==> src/hdl/nnm2d_pkg.sv <==
// shared constants, control structs and opcodes of the 2-d nearest neighbour matcher
// no dependencies; used by every module of the block
`default_nettype none

package nnm2d_pkg;

  // reference store depth and the widths that follow from it
  localparam int REF_DEPTH = 1024;
  localparam int ADDR_W    = (REF_DEPTH > 1) ? $clog2(REF_DEPTH) : 1;
  localparam int CNT_W     = $clog2(REF_DEPTH + 1);

  // fixed field widths
  localparam int CFG_W   = 11;
  localparam int IDX_W   = 10;
  localparam int COORD_W = 16;
  localparam int DIFF_W  = COORD_W + 1;
  localparam int SQ_W    = 2 * COORD_W;
  localparam int DIST_W  = SQ_W + 1;

  // width for comparisons against the depth
  localparam int CMP_W = ((CNT_W > CFG_W) ? CNT_W : CFG_W) + 1;

  // transaction opcodes
  localparam logic OP_LOAD  = 1'b0;
  localparam logic OP_QUERY = 1'b1;

  typedef struct packed {
    logic              load;
    logic              query;
    logic              issue;
    logic [ADDR_W-1:0] rd_addr;
  } ctrl_cmd_t;

  typedef struct packed {
    logic pipe_busy;
  } dp_status_t;

endpackage

`default_nettype wire

==> src/hdl/nnm2d_ctrl.sv <==
// controller of the nearest neighbour matcher: config register, scan counter, state machine
// depends on nnm2d_pkg
`default_nettype none

module nnm2d_ctrl (
  input  wire logic                          clk_i,
  input  wire logic                          rst_ni,
  input  wire logic                          start,
  input  wire logic                          op_i,
  input  wire logic                          cfg_valid_i,
  input  wire logic [nnm2d_pkg::CFG_W-1:0]   cfg_data_i,
  output logic                               cfg_ready_o,
  output logic                               busy,
  output logic                               result_valid_o,
  output nnm2d_pkg::ctrl_cmd_t               cmd_o,
  input  wire nnm2d_pkg::dp_status_t         status_i
);

  localparam logic [1:0] ST_IDLE  = 2'd0;
  localparam logic [1:0] ST_SCAN  = 2'd1;
  localparam logic [1:0] ST_DRAIN = 2'd2;
  localparam logic [1:0] ST_DONE  = 2'd3;

  logic [1:0]                       state_q, state_d;
  logic [nnm2d_pkg::CNT_W-1:0]      cnt_q, cnt_d;
  logic [nnm2d_pkg::CFG_W-1:0]      ref_count_q;
  logic [nnm2d_pkg::CNT_W-1:0]      n_cnt;

  assign cfg_ready_o = 1'b1;

  // count saturated at the store depth
  always_comb begin
    if (nnm2d_pkg::CMP_W'(ref_count_q) > nnm2d_pkg::CMP_W'(nnm2d_pkg::REF_DEPTH)) begin
      n_cnt = nnm2d_pkg::CNT_W'(nnm2d_pkg::REF_DEPTH);
    end else begin
      n_cnt = nnm2d_pkg::CNT_W'(ref_count_q);
    end
  end

  always_comb begin
    state_d       = state_q;
    cnt_d         = cnt_q;
    cmd_o         = '0;
    cmd_o.rd_addr = cnt_q[nnm2d_pkg::ADDR_W-1:0];
    unique case (state_q)
      ST_IDLE: begin
        if (start && (op_i == nnm2d_pkg::OP_LOAD)) begin
          cmd_o.load = 1'b1;
        end
        if (start && (op_i == nnm2d_pkg::OP_QUERY)) begin
          cmd_o.query = 1'b1;
          cnt_d       = '0;
          state_d     = ST_SCAN;
        end
      end
      ST_SCAN: begin
        if (cnt_q == n_cnt) begin
          state_d = ST_DRAIN;
        end else begin
          cmd_o.issue = 1'b1;
          cnt_d       = cnt_q + nnm2d_pkg::CNT_W'(1);
        end
      end
      ST_DRAIN: begin
        if (!status_i.pipe_busy) begin
          state_d = ST_DONE;
        end
      end
      ST_DONE: begin
        state_d = ST_IDLE;
      end
      default: begin
        state_d = ST_IDLE;
      end
    endcase
  end

  assign busy           = (state_q != ST_IDLE);
  assign result_valid_o = (state_q == ST_DONE);

  always_ff @(posedge clk_i or negedge rst_ni) begin
    if (!rst_ni) begin
      state_q     <= ST_IDLE;
      cnt_q       <= '0;
      ref_count_q <= '0;
    end else begin
      state_q <= state_d;
      cnt_q   <= cnt_d;
      if (cfg_valid_i && cfg_ready_o) begin
        ref_count_q <= cfg_data_i;
      end
    end
  end

endmodule

`default_nettype wire

==> config.mk <==
export PLATFORM = sky130hd
export DESIGN_NAME = nnm2d_ctrl
export DESIGN_NICKNAME = d
export VERILOG_FILES = /design/src/hdl/nnm2d_pkg.sv /design/src/hdl/nnm2d_ctrl.sv
export SDC_FILE = /design/constraint.sdc
export NUM_CORES = 1
export LEC_CHECK = 0
export BUFFER_PORTS_ARGS = -buffer_cell sky130_fd_sc_hd__buf_4
export CAP_MARGIN = 10
export CORE_MARGIN = 2
export CORE_UTILIZATION = 55
export CTS_BUF_LIST = sky130_fd_sc_hd__clkbuf_4
export DETAILED_ROUTE_END_ITERATION = 6
export PLACE_DENSITY_LB_ADDON = 0.12
export SLEW_MARGIN = 30
export SYNTH_ARGS = -nofsm -noshare
export SYNTH_HDL_FRONTEND = slang
export SYNTH_SLANG_ARGS = --single-unit
==> constraint.sdc <==
create_clock -name clk_i -period 5.9 [get_ports clk_i]
set_clock_uncertainty 0.2 [all_clocks]
set_input_delay 1.475 -clock clk_i [delete_from_list [all_inputs] [get_ports clk_i]]
set_output_delay 1.475 -clock clk_i [all_outputs]
set_load 0.01 [all_outputs]
**Yosys cells after proc, flatten, opt, wreduce, memory -nomap -nowiden**

Cells that the tools add are included.

- Add/sub/neg operators: 1
- $lt $le $gt $ge: 1
- Eq/ne operators: 8
- Muxes and demuxes: 13
- Bitwise gates (word level): 1
- Reduce and logical (&&, ||, !) cells: 7

Operator list:

| cell | number |
|---|---|
| two-way mux 11 bit | 3 |
| case mux 11 bit (2 select lines) | 1 |
| adder 11 x 1 -> 11 bit (second input constant) | 1 |
| equality test 11 bit | 1 |
| greater-than comparator 11 bit (second input constant) | 1 |
| two-way mux 2 bit | 4 |
| != test 2 bit (second input constant) | 4 |
| case mux 2 bit (4 select lines) | 1 |
| AND reduction 3 bit | 2 |
| equality test 2 bit (second input constant) | 2 |
| two-way mux 1 bit | 4 |
| nonzero test 2 bit | 2 |
| equality test 2 x 1 -> 1 bit (second input constant) | 1 |
| logical AND 1 bit | 2 |
| zero test 2 bit | 1 |
| NOT 1 bit | 1 |

- Flip-flop bits (word level): 24
- Input bits: 17
- Output and inout port bits: 16

**Logic depth before layout (Yosys ltp)**

- Depth after elaboration: 5
- Depth in mapped cells: 9
- Mapped depth without buffers: 8

**Worst setup path after synthesis**

OpenSTA, ideal clock, no wires.

- Kind: input to output
- From: input op_i
- To: output cmd_o[11] (netlist name)
- Arrival: 1.690 ns
- Required time: 4.225 ns
- Slack: 2.535 ns
- Cell stages on the path: 1
- Path buffers: 0
- Cell sequence: and3_1

- Cells in the longest elaborated chain, start to end: 3

RTL lines:

| element | line | source |
|---|---|---|
| start, declared | nnm2d_ctrl.sv:9 | `input wire logic op_i,` |
| logical AND 1 bit | nnm2d_ctrl.sv:50 | `if (start && (op_i == nnm2d_pkg::OP_QUERY)) begin` |
| two-way mux 1 bit | nnm2d_ctrl.sv:50 |  |
| two-way mux 2 bit | nnm2d_ctrl.sv:45 | `unique case (state_q)` |
| end, declared | nnm2d_ctrl.sv:15 | `output nnm2d_pkg::ctrl_cmd_t cmd_o,` |

Every way passes these cells.

==> results.md <==
* Drt drc at 0
* Initial antenna violation count at 0
* Most numerous cell in the Yosys netlist: dfrtp_1
* Flop pwr share at 37.4%
* RSZ-0062 raised after global routing: no
* H-tree depth at 1
* DP HPWL at 2520 microns
* Clock share of power at 19.4%
* Post-route antenna net violation count at 0
* Area leader, netlist: dfrtp_1
* Max Clk Rate at 268 MHz
* Initial Utilization at 58.7%
* IO Port Bufs at 31
* Final Critical Period at 3.73 ns
* Crit share post-route at 63.3%
* Tightest Pin Transition at 0.721 ns
* Crit-path max FO at 4
* Rel. slew slack at 51.8%
* Chip Width at 58.5 microns
* First-pass GRT wire length at 5890 microns
* Syn Inst Count at 176
* Adder-Cell Fraction of Synth Area at 3.83%
* Pleak at 0.817 nW
* Dpl ws at 2.29 ns
* Critical Path RT at 4.22 ns
* Synth Area in XOR/XNOR at 2.68%
* Global-route usage over all layers at 22.4%
* Vias per cell at 6.19
* CP Launch Type: register
* Mapped Nets at 198
* Final setup vio count at 0
* Main synth FF type: dfrtp_1
* CTS Buf Count at 3
* Clock buffer depth at 2
* Avg Synthesized Cell Area at 9.27 sq um
* Pwr/cell area at 341 mW/mm^2
* Fin. max-slew vios at 0
* Status: complete, no violations
* Switching share of total power at 38.4%
* Num ports at 33
* Commonest cells in the netlist: dfrtp_1, nand2_1, nor2_1
* DR iter-0 viols at 55
* Peak supply drop at 0.311 mV
* CTS tree: done
* Seq/Total Area, Yosys at 36.8%
* Layout cells sized above 1 at 24.4%
* Die area at 0.00342 sq mm
* Setup TNS at 0 ns
* Comb power frac at 43.2%
* Internal Dissipation at 0.384 mW
* GRT overflow at 0
* # clock sinks at 24
* GP Congestion at 0.855
* Die height at 58.5 microns
* Post-CTS resize count at 0
* Via count at 1386
* Setup WS post-layout at 2.17 ns
* Cts-stage hold buffer count at 0
* Design Power at 0.624 mW
* Critical path type: reg2out
* Core box area at 0.00278 sq mm
* Largest cells by area after synthesis: dfrtp_1, mux2_2, buf_4
* Post-synthesis compound-gate area fraction at 20.8%
* Distinct cells, synth at 50
* Nets@finish at 216
* Largest family of logic cells by synthesized area: compound AO/OA/AOI/OAI gates
* Syn-to-layout area delta at 12.1%
* Number of synthesized register bits at 24
* CTS clk-pin slew, worst paths at 0.15 ns
* WP data arrival at 2.06 ns
* Vias in the first global route at 1257
* Final-report hold violation count at 0
* Number of synthesized flops with an enable pin at 0
* Placed Cells at 220
* Mux contribution to synthesized area at 8.21%
* CP endpoint kind: output port
* WL per Instance at 15.6 microns
* Post-synth ARST share at 100%
* Row cnt at 19
* Clock root buffer: clkbuf_4
* First drt pass iteration count at 4
* Synthesized cell area at 0.00163 sq mm
* Hold Path Class: reg2reg
* Synth Warn # at 0
* Final cell count without fillers at 224
* # Post-CTS Setup Buffers at 0
* Largest net degree at the start of global routing at 25
* Simple-Gate Fraction of Synth Area at 17.9%
* Top-area cell type share of the netlist area at 36.8%
* Final wirelength at 3490 microns
* NetSw at 0.239 mW
* Worst-Skew Late Latency at 0.32 ns
* Max cap viols at 0
* Diodes inserted at 0
==> power by group through the flow <==
| stage | Combinational, mW | Sequential, mW | Clock, mW |
|---|---|---|---|
| final | 0.270 | 0.233 | 0.121 |
| after global routing | 0.299 | 0.238 | 0.128 |
| after CTS | 0.271 | 0.233 | 0.124 |
| after detailed placement | 0.269 | 0.236 | 0 |
| after global placement | 0.259 | 0.235 | 0 |
| after floorplan | 0.210 | 0.222 | 0 |
==> kinds of logic after synthesis <==
logic type      count (synthesis)
mux                            12
other cells                     1
fa+ha+maj                       5
xor+xnor                        5
flops                          24
compound gates                 46
simple gates                   57
buf+inv                        26
==> final timing paths <==
check | slack [ns] | endpoint | cells after the start | start
max in group asynchronous | 4.42 | cnt_q[6]$_DFFE_PN0P_ | 1 | rst_ni
max | 2.17 | cmd_o[10] | 6 | ref_count_q[6]$_DFFE_PN0P_
min | 0.37 | state_q[1]$_DFFE_PN0P_ | 1 | state_q[1]$_DFFE_PN0P_
min in group asynchronous | 0.82 | ref_count_q[9]$_DFFE_PN0P_ | 1 | rst_ni
min reg2reg | 0.37 | state_q[1]$_DFFE_PN0P_ | 1 | state_q[1]$_DFFE_PN0P_
max reg2reg | 3.18 | state_q[1]$_DFFE_PN0P_ | 6 | ref_count_q[10]$_DFFE_PN0P_
==> final cells by class <==
cell class / instances / area (sq um)
multi-input cells: 126 / 875
clock inverters: 1 / 30.0
clock buffers: 3 / 22.5
inverters: 8 / 30.0
repair buffers: 31 / 233
fillers: 224 / 952
well taps: 31 / 38.8
flip-flops and latches: 24 / 601
==> metrics by stage <==
| stage | util, % | instance area, sq um | hold WS, ns |
|---|---|---|---|
| final | 65.8 | 1830 | 0.368 |
| after global routing | 65.8 | 1830 | 0.397 |
| after CTS | 65.8 | 1830 | 0.375 |
| after detailed placement | 63.9 | 1780 | 0.345 |
| after global placement | 63.9 | 1780 | 0.327 |
| after floorplan | - | 1630 | 0.312 |
==> critical path, stage by stage, from the launching register on <==
cell and delay, ns:
dfrtp_1 0.45, nor4_1 0.31, a41o_1 0.21, o2111ai_1 0.14
nor3_1 0.35, nor2_1 0.11, buf_4 0.16
==> flip-flops by register name, indices dropped and copies added (netlist names) <==
register,flops
cnt_q,11
state_q,2
ref_count_q,11
==> cell usage in the layout, fill, tap and decap left out, drive strengths merged, types with 3 or more instances in the layout <==
| cell | n |
|---|---|
| a21oi | 7 |
| a31oi | 7 |
| a41oi | 3 |
| and3 | 5 |
| buf | 31 |
| clkbuf | 3 |
| dfrtp | 24 |
| ha | 5 |
| inv | 8 |
| mux2 | 11 |
| nand2 | 18 |
| nand3b | 3 |
| nor2 | 14 |
| nor3 | 4 |
| o21ai | 7 |
| o22ai | 3 |
| xor2 | 3 |
==> metal layers <==
metal  global-route usage [%]  vias to the layer above  share of wire [%]
li1                         -                      670                  -
met1                     33.4                      664                 47
met2                     32.9                       44                 46
met3                     1.98                        8                4.8
met4                     9.97                        0                2.2
met5                        0                        -                  0
Power figures use the tool's default switching activity.
